==> config.mk <==
export PLATFORM = sky130hd
export DESIGN_NAME = page_frame_free_list_allocator
export DESIGN_NICKNAME = d
export VERILOG_FILES = /design/src/pffa_pkg.sv /design/src/pffa_ram.sv /design/src/page_frame_free_list_allocator.sv
export SDC_FILE = /design/constraint.sdc
export NUM_CORES = 2
export LEC_CHECK = 0
export BUFFER_PORTS_ARGS = -buffer_cell sky130_fd_sc_hd__buf_2
export CORE_MARGIN = 2
export CORE_UTILIZATION = 55
export DETAILED_ROUTE_END_ITERATION = 16
export PLACE_DENSITY_LB_ADDON = 0.3
export SLEW_MARGIN = 20
export SYNTH_ARGS = -nofsm -noshare
export SYNTH_HDL_FRONTEND = slang
export SYNTH_SLANG_ARGS = --single-unit
==> constraint.sdc <==
create_clock -name i_clk -period 23.3 [get_ports i_clk]
set_clock_uncertainty 0.05 [all_clocks]
set_input_delay 1.165 -clock i_clk [delete_from_list [all_inputs] [get_ports i_clk]]
set_output_delay 1.165 -clock i_clk [all_outputs]
set_load 0.02 [all_outputs]
==> src/pffa_pkg.sv <==
// ----------------------------------------------------------------------------
// pffa_pkg
// Types, codes and microcode program for the page frame free list allocator.
// ----------------------------------------------------------------------------
package pffa_pkg;

    localparam int PAGES  = 128;
    localparam int PAGE_W = 7;
    localparam int LINK_W = 8;
    localparam logic [LINK_W-1:0] PAGE_NONE = LINK_W'(PAGES);

    // request opcodes
    localparam logic [1:0] OP_ALLOC = 2'd0;
    localparam logic [1:0] OP_FREE  = 2'd1;
    localparam logic [1:0] OP_QUERY = 2'd2;

    // response status
    localparam logic [1:0] ST_OK      = 2'd0;
    localparam logic [1:0] ST_ZERO    = 2'd1;
    localparam logic [1:0] ST_NOSPACE = 2'd2;

    typedef struct packed {
        logic [1:0]        opcode;
        logic [7:0]        page_count;
        logic [PAGE_W-1:0] page_index;
    } t_req;

    typedef struct packed {
        logic [1:0]        status;
        logic [LINK_W-1:0] head_page;
        logic [LINK_W-1:0] link_page;
        logic              page_is_free;
        logic              page_in_use_count;
    } t_rsp;

    // one page entry in RAM: used mark (ref count, inverse of free mark) and link
    typedef struct packed {
        logic              used;
        logic [LINK_W-1:0] link;
    } t_entry;

    // program steps
    localparam logic [3:0] S_IDLE     = 4'd0;
    localparam logic [3:0] S_A_START  = 4'd1;
    localparam logic [3:0] S_A_CHECK  = 4'd2;
    localparam logic [3:0] S_A_SETUP  = 4'd3;
    localparam logic [3:0] S_A_DETACH = 4'd4;
    localparam logic [3:0] S_F_START  = 4'd5;
    localparam logic [3:0] S_F_WALK   = 4'd6;
    localparam logic [3:0] S_Q_START  = 4'd7;
    localparam logic [3:0] S_Q_READ   = 4'd8;
    localparam logic [3:0] S_EMIT     = 4'd9;

    // datapath actions
    localparam logic [3:0] ACT_NOP      = 4'd0;
    localparam logic [3:0] ACT_LATCH    = 4'd1;
    localparam logic [3:0] ACT_A_START  = 4'd2;
    localparam logic [3:0] ACT_A_CHECK  = 4'd3;
    localparam logic [3:0] ACT_A_SETUP  = 4'd4;
    localparam logic [3:0] ACT_A_DETACH = 4'd5;
    localparam logic [3:0] ACT_F_START  = 4'd6;
    localparam logic [3:0] ACT_F_WALK   = 4'd7;
    localparam logic [3:0] ACT_Q_START  = 4'd8;
    localparam logic [3:0] ACT_Q_READ   = 4'd9;
    localparam logic [3:0] ACT_EMIT     = 4'd10;

    // sequencing
    localparam logic [1:0] COND_ALWAYS   = 2'd0; // go to target
    localparam logic [1:0] COND_LOOP     = 2'd1; // stay / exit to target / fall through
    localparam logic [1:0] COND_DISPATCH = 2'd2; // branch on opcode of accepted request
    localparam logic [1:0] COND_OUT      = 2'd3; // go to target once output slot is free

    typedef struct packed {
        logic [3:0] act;
        logic [1:0] cond;
        logic [3:0] target;
    } t_uword;

    function automatic t_uword ucode_rom(input logic [3:0] pc);
        t_uword w;
        case (pc)
            S_IDLE:     w = '{ACT_LATCH,    COND_DISPATCH, S_IDLE};
            S_A_START:  w = '{ACT_A_START,  COND_LOOP,     S_EMIT};
            S_A_CHECK:  w = '{ACT_A_CHECK,  COND_LOOP,     S_EMIT};
            S_A_SETUP:  w = '{ACT_A_SETUP,  COND_ALWAYS,   S_A_DETACH};
            S_A_DETACH: w = '{ACT_A_DETACH, COND_LOOP,     S_EMIT};
            S_F_START:  w = '{ACT_F_START,  COND_ALWAYS,   S_F_WALK};
            S_F_WALK:   w = '{ACT_F_WALK,   COND_LOOP,     S_EMIT};
            S_Q_START:  w = '{ACT_Q_START,  COND_ALWAYS,   S_Q_READ};
            S_Q_READ:   w = '{ACT_Q_READ,   COND_ALWAYS,   S_EMIT};
            S_EMIT:     w = '{ACT_EMIT,     COND_OUT,      S_IDLE};
            default:    w = '{ACT_NOP,      COND_ALWAYS,   S_IDLE};
        endcase
        return w;
    endfunction

    function automatic logic [3:0] dispatch(input logic [1:0] opcode);
        logic [3:0] t;
        case (opcode)
            OP_ALLOC: t = S_A_START;
            OP_FREE:  t = S_F_START;
            OP_QUERY: t = S_Q_START;
            default:  t = S_EMIT;
        endcase
        return t;
    endfunction

endpackage

==> src/pffa_ram.sv <==
// ----------------------------------------------------------------------------
// pffa_ram
// Generic simple dual port RAM, one write and one registered read per cycle.
// ----------------------------------------------------------------------------
module pffa_ram #(
    parameter int WIDTH = 9,
    parameter int DEPTH = 128
) (
    input  logic                     i_clk,
    input  logic                     i_we,
    input  logic [$clog2(DEPTH)-1:0] i_waddr,
    input  logic [WIDTH-1:0]         i_wdata,
    input  logic [$clog2(DEPTH)-1:0] i_raddr,
    output logic [WIDTH-1:0]         o_rdata
);

    logic [WIDTH-1:0] r_mem [DEPTH];
    logic [WIDTH-1:0] r_rdata;

    always_ff @(posedge i_clk) begin
        if (i_we) begin
            r_mem[i_waddr] <= i_wdata;
        end
        r_rdata <= r_mem[i_raddr];
    end

    assign o_rdata = r_rdata;

endmodule

==> src/page_frame_free_list_allocator.sv <==
// ----------------------------------------------------------------------------
// page_frame_free_list_allocator
// Free list page frame allocator driven by a small microcoded sequencer.
// ----------------------------------------------------------------------------
// Usage:
//   Request channel (i_req_valid / o_req_ready / i_req): allocate a count of
//   pages, free a chain starting at a page, or query one page. Response
//   channel (o_rsp_valid / i_rsp_ready / o_rsp): exactly one response per
//   request, in order.
//   One request is processed at a time; o_req_ready is high only while the
//   sequencer sits at its idle step. The link/mark RAM has one read port, so
//   the list walks take one page per cycle. An allocate runs a check walk,
//   then a detach walk; a short list ends the check walk early, and a zero
//   count or an empty list skips both walks. A free walks the chain, at
//   most PAGES pages; a query reads one page; any other opcode goes
//   straight to the response step. The longest request is an allocate of
//   count 255 on a free list that a double free has closed into a loop.
//   The response sits in an output register and the next request is
//   taken while it waits; if the receiver stalls, the sequencer holds at
//   its last step.
//   Reset clears the per-page valid bits, so every page reads back free and
//   linked to the next index, and the list head returns to page 0; no
//   clearing pass is needed.
// ----------------------------------------------------------------------------
module page_frame_free_list_allocator
    import pffa_pkg::*;
(
    input  logic i_clk,
    input  logic i_rst_n,
    input  logic i_req_valid,
    output logic o_req_ready,
    input  t_req i_req,
    output logic o_rsp_valid,
    input  logic i_rsp_ready,
    output t_rsp o_rsp
);

    localparam t_rsp RSP_IDLE = '{ST_OK, PAGE_NONE, PAGE_NONE, 1'b0, 1'b0};

    // sequencer
    logic [3:0]        r_pc, n_pc;
    t_uword            uw;
    logic              f_stay, f_exit;

    // datapath
    t_req              r_req, n_req;
    t_rsp              r_res, n_res;
    t_rsp              r_out, n_out;
    logic              r_out_valid, n_out_valid;
    logic [PAGE_W-1:0] r_cur, n_cur;
    logic [7:0]        r_cnt, n_cnt;
    logic [PAGE_W-1:0] r_walk, n_walk;
    logic [LINK_W-1:0] r_head, n_head;

    // RAM and read path
    logic              ram_we;
    logic [PAGE_W-1:0] ram_waddr, ram_raddr;
    t_entry            ram_wdata, ram_q;
    logic [PAGES-1:0]  r_vld;
    logic              r_rd_vld;
    logic [PAGE_W-1:0] r_rd_addr;
    logic              r_byp;
    t_entry            r_byp_data;
    t_entry            rd_word;
    logic [LINK_W-1:0] rd_link;
    logic              link_none;
    logic              req_acc, out_free;

    pffa_ram #(
        .WIDTH ($bits(t_entry)),
        .DEPTH (PAGES)
    ) u_ram (
        .i_clk   (i_clk),
        .i_we    (ram_we),
        .i_waddr (ram_waddr),
        .i_wdata (ram_wdata),
        .i_raddr (ram_raddr),
        .o_rdata (ram_q)
    );

    assign uw          = ucode_rom(r_pc);
    assign o_req_ready = (r_pc == S_IDLE);
    assign req_acc     = i_req_valid && o_req_ready;
    assign out_free    = !r_out_valid || i_rsp_ready;
    assign o_rsp_valid = r_out_valid;
    assign o_rsp       = r_out;

    // entries never written read as their reset value
    always_comb begin
        if (r_byp) begin
            rd_word = r_byp_data;
        end else if (r_rd_vld) begin
            rd_word = ram_q;
        end else if (r_rd_addr == PAGE_W'(PAGES - 1)) begin
            rd_word = '{1'b0, PAGE_NONE};
        end else begin
            rd_word = '{1'b0, LINK_W'(r_rd_addr) + LINK_W'(1)};
        end
    end

    assign rd_link   = rd_word.link;
    assign link_none = (rd_link >= PAGE_NONE);

    // datapath actions
    always_comb begin
        n_req       = r_req;
        n_res       = r_res;
        n_out       = r_out;
        n_cur       = r_cur;
        n_cnt       = r_cnt;
        n_walk      = r_walk;
        n_head      = r_head;
        f_stay      = 1'b0;
        f_exit      = 1'b0;
        ram_we      = 1'b0;
        ram_waddr   = r_cur;
        ram_wdata   = '{1'b0, PAGE_NONE};
        ram_raddr   = r_cur;
        n_out_valid = r_out_valid && !i_rsp_ready;

        case (uw.act)
            ACT_LATCH: begin
                if (req_acc) begin
                    n_req = i_req;
                    n_res = RSP_IDLE;
                end
            end
            ACT_A_START: begin
                if (r_req.page_count == 8'd0) begin
                    n_res.status = ST_ZERO;
                    f_exit       = 1'b1;
                end else if (r_head >= PAGE_NONE) begin
                    n_res.status = ST_NOSPACE;
                    f_exit       = 1'b1;
                end else begin
                    n_cur     = r_head[PAGE_W-1:0];
                    n_cnt     = r_req.page_count;
                    ram_raddr = r_head[PAGE_W-1:0];
                end
            end
            ACT_A_CHECK: begin
                // r_cur is a page; count it and look at its link
                if (r_cnt == 8'd1) begin
                    f_exit = 1'b0;
                end else if (link_none) begin
                    n_res.status = ST_NOSPACE;
                    f_exit       = 1'b1;
                end else begin
                    n_cur     = rd_link[PAGE_W-1:0];
                    n_cnt     = r_cnt - 8'd1;
                    ram_raddr = rd_link[PAGE_W-1:0];
                    f_stay    = 1'b1;
                end
            end
            ACT_A_SETUP: begin
                n_cur           = r_head[PAGE_W-1:0];
                n_cnt           = r_req.page_count;
                ram_raddr       = r_head[PAGE_W-1:0];
                n_res.head_page = r_head;
            end
            ACT_A_DETACH: begin
                ram_we    = 1'b1;
                ram_waddr = r_cur;
                if (r_cnt == 8'd1) begin
                    // last page terminates the allocated chain
                    ram_wdata = '{1'b1, PAGE_NONE};
                    n_head    = link_none ? PAGE_NONE : rd_link;
                    f_exit    = 1'b1;
                end else begin
                    ram_wdata = '{1'b1, rd_link};
                    n_cur     = rd_link[PAGE_W-1:0];
                    n_cnt     = r_cnt - 8'd1;
                    ram_raddr = rd_link[PAGE_W-1:0];
                    f_stay    = 1'b1;
                end
            end
            ACT_F_START: begin
                n_cur     = r_req.page_index;
                n_walk    = '0;
                ram_raddr = r_req.page_index;
            end
            ACT_F_WALK: begin
                ram_we    = 1'b1;
                ram_waddr = r_cur;
                ram_wdata = '{1'b0, r_head};
                n_head    = LINK_W'(r_cur);
                n_walk    = r_walk + PAGE_W'(1);
                // walk is bounded so a cycle left by a double free terminates
                if (link_none || r_walk == PAGE_W'(PAGES - 1)) begin
                    f_exit = 1'b1;
                end else begin
                    n_cur     = rd_link[PAGE_W-1:0];
                    ram_raddr = rd_link[PAGE_W-1:0];
                    f_stay    = 1'b1;
                end
            end
            ACT_Q_START: begin
                ram_raddr = r_req.page_index;
            end
            ACT_Q_READ: begin
                n_res.link_page         = link_none ? PAGE_NONE : rd_link;
                n_res.page_is_free      = !rd_word.used;
                n_res.page_in_use_count = rd_word.used;
            end
            ACT_EMIT: begin
                if (out_free) begin
                    n_out       = r_res;
                    n_out_valid = 1'b1;
                end
            end
            default: begin
                f_exit = 1'b0;
            end
        endcase
    end

    // step counter
    always_comb begin
        n_pc = r_pc;
        case (uw.cond)
            COND_ALWAYS: n_pc = uw.target;
            COND_LOOP: begin
                if (f_exit) begin
                    n_pc = uw.target;
                end else if (f_stay) begin
                    n_pc = r_pc;
                end else begin
                    n_pc = r_pc + 4'd1;
                end
            end
            COND_DISPATCH: begin
                if (req_acc) begin
                    n_pc = dispatch(i_req.opcode);
                end
            end
            COND_OUT: begin
                if (out_free) begin
                    n_pc = uw.target;
                end
            end
            default: n_pc = S_IDLE;
        endcase
    end

    always_ff @(posedge i_clk) begin
        if (!i_rst_n) begin
            r_pc        <= S_IDLE;
            r_out_valid <= 1'b0;
            r_head      <= '0;
            r_vld       <= '0;
        end else begin
            r_pc        <= n_pc;
            r_out_valid <= n_out_valid;
            r_head      <= n_head;
            if (ram_we) begin
                r_vld[ram_waddr] <= 1'b1;
            end
        end
    end

    always_ff @(posedge i_clk) begin
        r_req      <= n_req;
        r_res      <= n_res;
        r_out      <= n_out;
        r_cur      <= n_cur;
        r_cnt      <= n_cnt;
        r_walk     <= n_walk;
        r_rd_addr  <= ram_raddr;
        r_rd_vld   <= r_vld[ram_raddr];
        // read of the entry being written returns the new data
        r_byp      <= ram_we && (ram_waddr == ram_raddr);
        r_byp_data <= ram_wdata;
    end

    // ------------------------------------------------------------------------
    a_acc_leaves_idle: assert property (@(posedge i_clk) disable iff (!i_rst_n)
        req_acc |=> r_pc != S_IDLE)
        else $error("request accepted but sequencer stayed idle");

    a_no_write_idle: assert property (@(posedge i_clk) disable iff (!i_rst_n)
        (r_pc == S_IDLE || r_pc == S_EMIT) |-> !ram_we)
        else $error("RAM written outside a walk");

    a_rsp_from_emit: assert property (@(posedge i_clk) disable iff (!i_rst_n)
        (!r_out_valid || i_rsp_ready) && r_pc != S_EMIT |=> !r_out_valid)
        else $error("response loaded outside the emit step");

    a_alloc_head: assert property (@(posedge i_clk) disable iff (!i_rst_n)
        (r_pc == S_EMIT && r_req.opcode == OP_ALLOC && r_res.status == ST_OK)
        |-> r_res.head_page != PAGE_NONE)
        else $error("successful allocate without a chain head");

endmodule
==> impl_metrics.yaml <==
synthesis:
  syn-cell-area_mm2: 0.0571
  register_bit_count_reported_by_yosys: 1407
  yosys_most_used_dff: "edfxtp_1"
  seq_area_frac_synth_pct: 70.8
  synth_cell_types: 73
  async_reset_ff_share_pct: 0
  yosys_warnings: 0
  syn_inst: 3696
  synth-edff-count: 1229
  syn-mean-instance-area_um2: 15.5
  net_count_synth: 3733
finish:
  final_area_mm2: 0.0632
  multi_input_combinational_cell_area_mm2: 0.0156
  n_antenna_cell: 0
  fraction_of_final_layout_cells_with_drive_strength_greater_than_1_pct: 9.41
  fillerInstances: 7592
  fin_nets: 3771
  syn_to_final_growth_pct: 10.6
  layout.area.seq_mm2: 0.0405
setup_path:
  worst_ep_required_time_ps: 23920
  cp.buffers_inverters: 4
  critical_path.endpoint_type: "flop"
  worstSetupPathType: "flop to flop"
  worstPathCellList: "nand4bb_1 > inv_4 > nand3_1 > o221ai_1 > a211oi_2 > a22oi_2 > buf_12 > buf_12 > buf_4 > mux2i_1 > mux2i_1 > o22ai_1 > nor4_1 > o22ai_1 > nor2_1"
  worst_setup_path_start_kind: "flop"
  critical_path.top_delay_family: "buffers and inverters"
  cp_slowest_stage_delay_ps: 810
  slowest_cell_on_crit_path: "nor4_1"
  r2r_slack_ps: 16280
  worst-path-max-fanout: 130
  worstPathArrival_ps: 7640
clock_tree:
  clkLatencyLatePin_ps: 750
  cts_post_setup_buffers_inserted: 0
  cts_hold_buffers: 0
  ctsRootBufferMaster: "clkbuf_16"
  cts_tree: "yes"
  cts_buffers: 140
  cts.repair.resized: 0
  clkTransAtPathRegs_ps: 60
  max-clock-path-buffers: 3
  h-tree-depth: 4
  clock_sinks: 1407
hold_path:
  timing.hold.worst.class: "flop to flop"
floorplanning:
  initial_utilization_pct: 55.3
  die_h_um: 326
  floorplan.io_pins: 43
  die_x_um: 326
  design.core.area_mm2: 0.103
  fp.dieArea_mm2: 0.106
  placement_rows: 118
pwr:
  cellPowerDensity_mw_per_mm2: 133
  finalPower_w: 0.00843
  total_leakage_power_nw: 21.9
  vdd_drop_max_mv: 0.342
timing:
  finalHoldWorstSlack_ps: 367
  maximum_clock_frequency_ghz: 0.143
  setup_viol_count_final: 0
  timing.setup.tns_ps: 0
  maxSlewViolCount: 0
  slew-limit-headroom_pct: 22.8
  unrepaired_setup_endpoints_after_global_routing: "false"
  tightestPinTransition_ps: 1150
  finalWorstPathRequiredPeriod_ps: 7020
  post-route-period-util_pct: 30.1
  timing.final.hold_violations: 0
  final.setup.worst_slack_ps: 16280
drt:
  ant_nets: 0
  drt-wirelength-per-cell_um: 25.5
  detailedRoute.firstIterationViolations: 3707
  dr.pass1.iters: 6
  route.detailed.drc: 0
  vias_per_std_cell: 6.05
  routed_wl_um: 133000
  via_count: 31700
placed_design:
  place.detailed.hpwl_um: 78400
  buffer_ports.inserted: 42
  area_after_dpl_mm2: 0.0586
  dp_slack_ps: 16370
  place.gp.congestion: 0.950
grt:
  antenna_found_initial: 1
  grt_pass1_vias: 30800
  grt_first_pass_wirelength_um: 197000
  grt_util_overall_pct: 24.9
  maximum_number_of_pins_on_one_net_before_global_route_repair: 134
  grt_overflow: 0
outcome:
  status: "complete, no violations"
flow_run:
  drv.max_cap_violation_count: 0
-- layer usage --
layer  up-vias  global-route usage [%]  part of all wire [%]
met2      1312                    39.3                    47
met4         0                    9.14                   3.5
li1      14200                       -                     -
met3       253                    4.40                   7.6
met1     15900                    35.0                    42
met5         -                       0                     0
-- per-stage QoR --
step,util (%),std cells
after global routing,61.2,5228
final,61.2,5228
after CTS,61.1,5227
after global placement,56.7,4971
after detailed placement,56.7,4971
after floorplan,-,3696
-- state kept, by name (all words and copies together) (netlist names), 9 cells and up --
name / count
r_vld: 128
o_rsp: 20
r_res: 20
u_ram.r_mem: 1152
r_byp_data: 9
u_ram.o_rdata: 9
uw: 10
r_req: 15
-- kinds of logic (layout without fill, tap and decap cells) --
| kind of cell | Yosys count | in the layout | share of synthesized area (%) |
|---|---|---|---|
| and+or+nand+nor | 723 | 723 | 5.57 |
| muxes | 977 | 977 | 17.1 |
| buffers and inverters | 236 | 388 | 2.17 |
| xor gates and xnor gates | 17 | 17 | 0.261 |
| AOI/OAI and AO/OA | 320 | 320 | 3.70 |
| adders and majority gates | 16 | 16 | 0.350 |
| DFF | 1407 | 1407 | 70.8 |
-- where the power goes --
| part | internal (W) | switching, W | leakage, nW |
|---|---|---|---|
| Clock | 0.00131 | 0.000928 | 2.23 |
| Sequential | 0.00285 | 0.0000871 | 11.6 |
| Combinational | 0.00123 | 0.00202 | 8.07 |
| Total | 0.00539 | 0.00304 | 21.9 |
-- cells in the final DEF, fill, tap and decap left out, drive strengths merged, types with 34 or more instances in the layout --
cell / count
nor2: 463
edfxtp: 1229
nor4: 55
dfxtp: 178
clkinv: 38
buf: 103
mux2i: 972
nand2: 70
o22ai: 181
inv: 34
clkbuf: 197
nand3: 42
-- path summary, 6_finish.rpt --
kind	from	end	depth (start not counted)
setup reg to reg	uw[6]$_DFF_P_	u_ram.o_rdata[8]$_DFF_P_	15
setup / recovery	uw[6]$_DFF_P_	u_ram.o_rdata[8]$_DFF_P_	15
hold reg to reg	r_res[18]$_DFFE_PP_	o_rsp[18]$_DFFE_PP_	0
hold / removal	r_res[18]$_DFFE_PP_	o_rsp[18]$_DFFE_PP_	0
-- worst reg2reg max path: cells and delay by family, from the launching register on --
| family | cells | cell delay (ps) |
|---|---|---|
| compound gates | 5 | 1250 |
| buf+inv | 4 | 2680 |
| flops | 1 | 670 |
| mux | 2 | 440 |
| simple gates | 4 | 1860 |
-- layout make-up --
cell class,instances,area share [%]
Clock buffer,197,6.27
Timing Repair Buffer,103,1.18
Clock inverter,59,0.984
Sequential cell,1407,64.0
Multi-Input combinational cell,2053,24.6
Tap cell,1380,2.73
Inverter,29,0.184
-- cell usage after synthesis (13+ instances only) --
cell type | instances | area [um^2]
a21oi_1 | 32 | 160
clkbuf_1 | 90 | 338
nor2b_1 | 19 | 119
dfxtp_1 | 178 | 3560
nand3_1 | 42 | 210
nor2_1 | 463 | 1740
edfxtp_1 | 1229 | 36900
buf_4 | 52 | 390
inv_1 | 24 | 90.1
nand2_1 | 70 | 263
a22oi_1 | 13 | 97.6
ha_1 | 16 | 200
buf_2 | 44 | 220
o21ai_0 | 22 | 110
nor4_1 | 53 | 332
o22ai_1 | 180 | 1130
and2_1 | 13 | 81.3
buf_6 | 14 | 158
mux2i_1 | 972 | 9730
No activity file was read; power rests on OpenSTA's default activity.
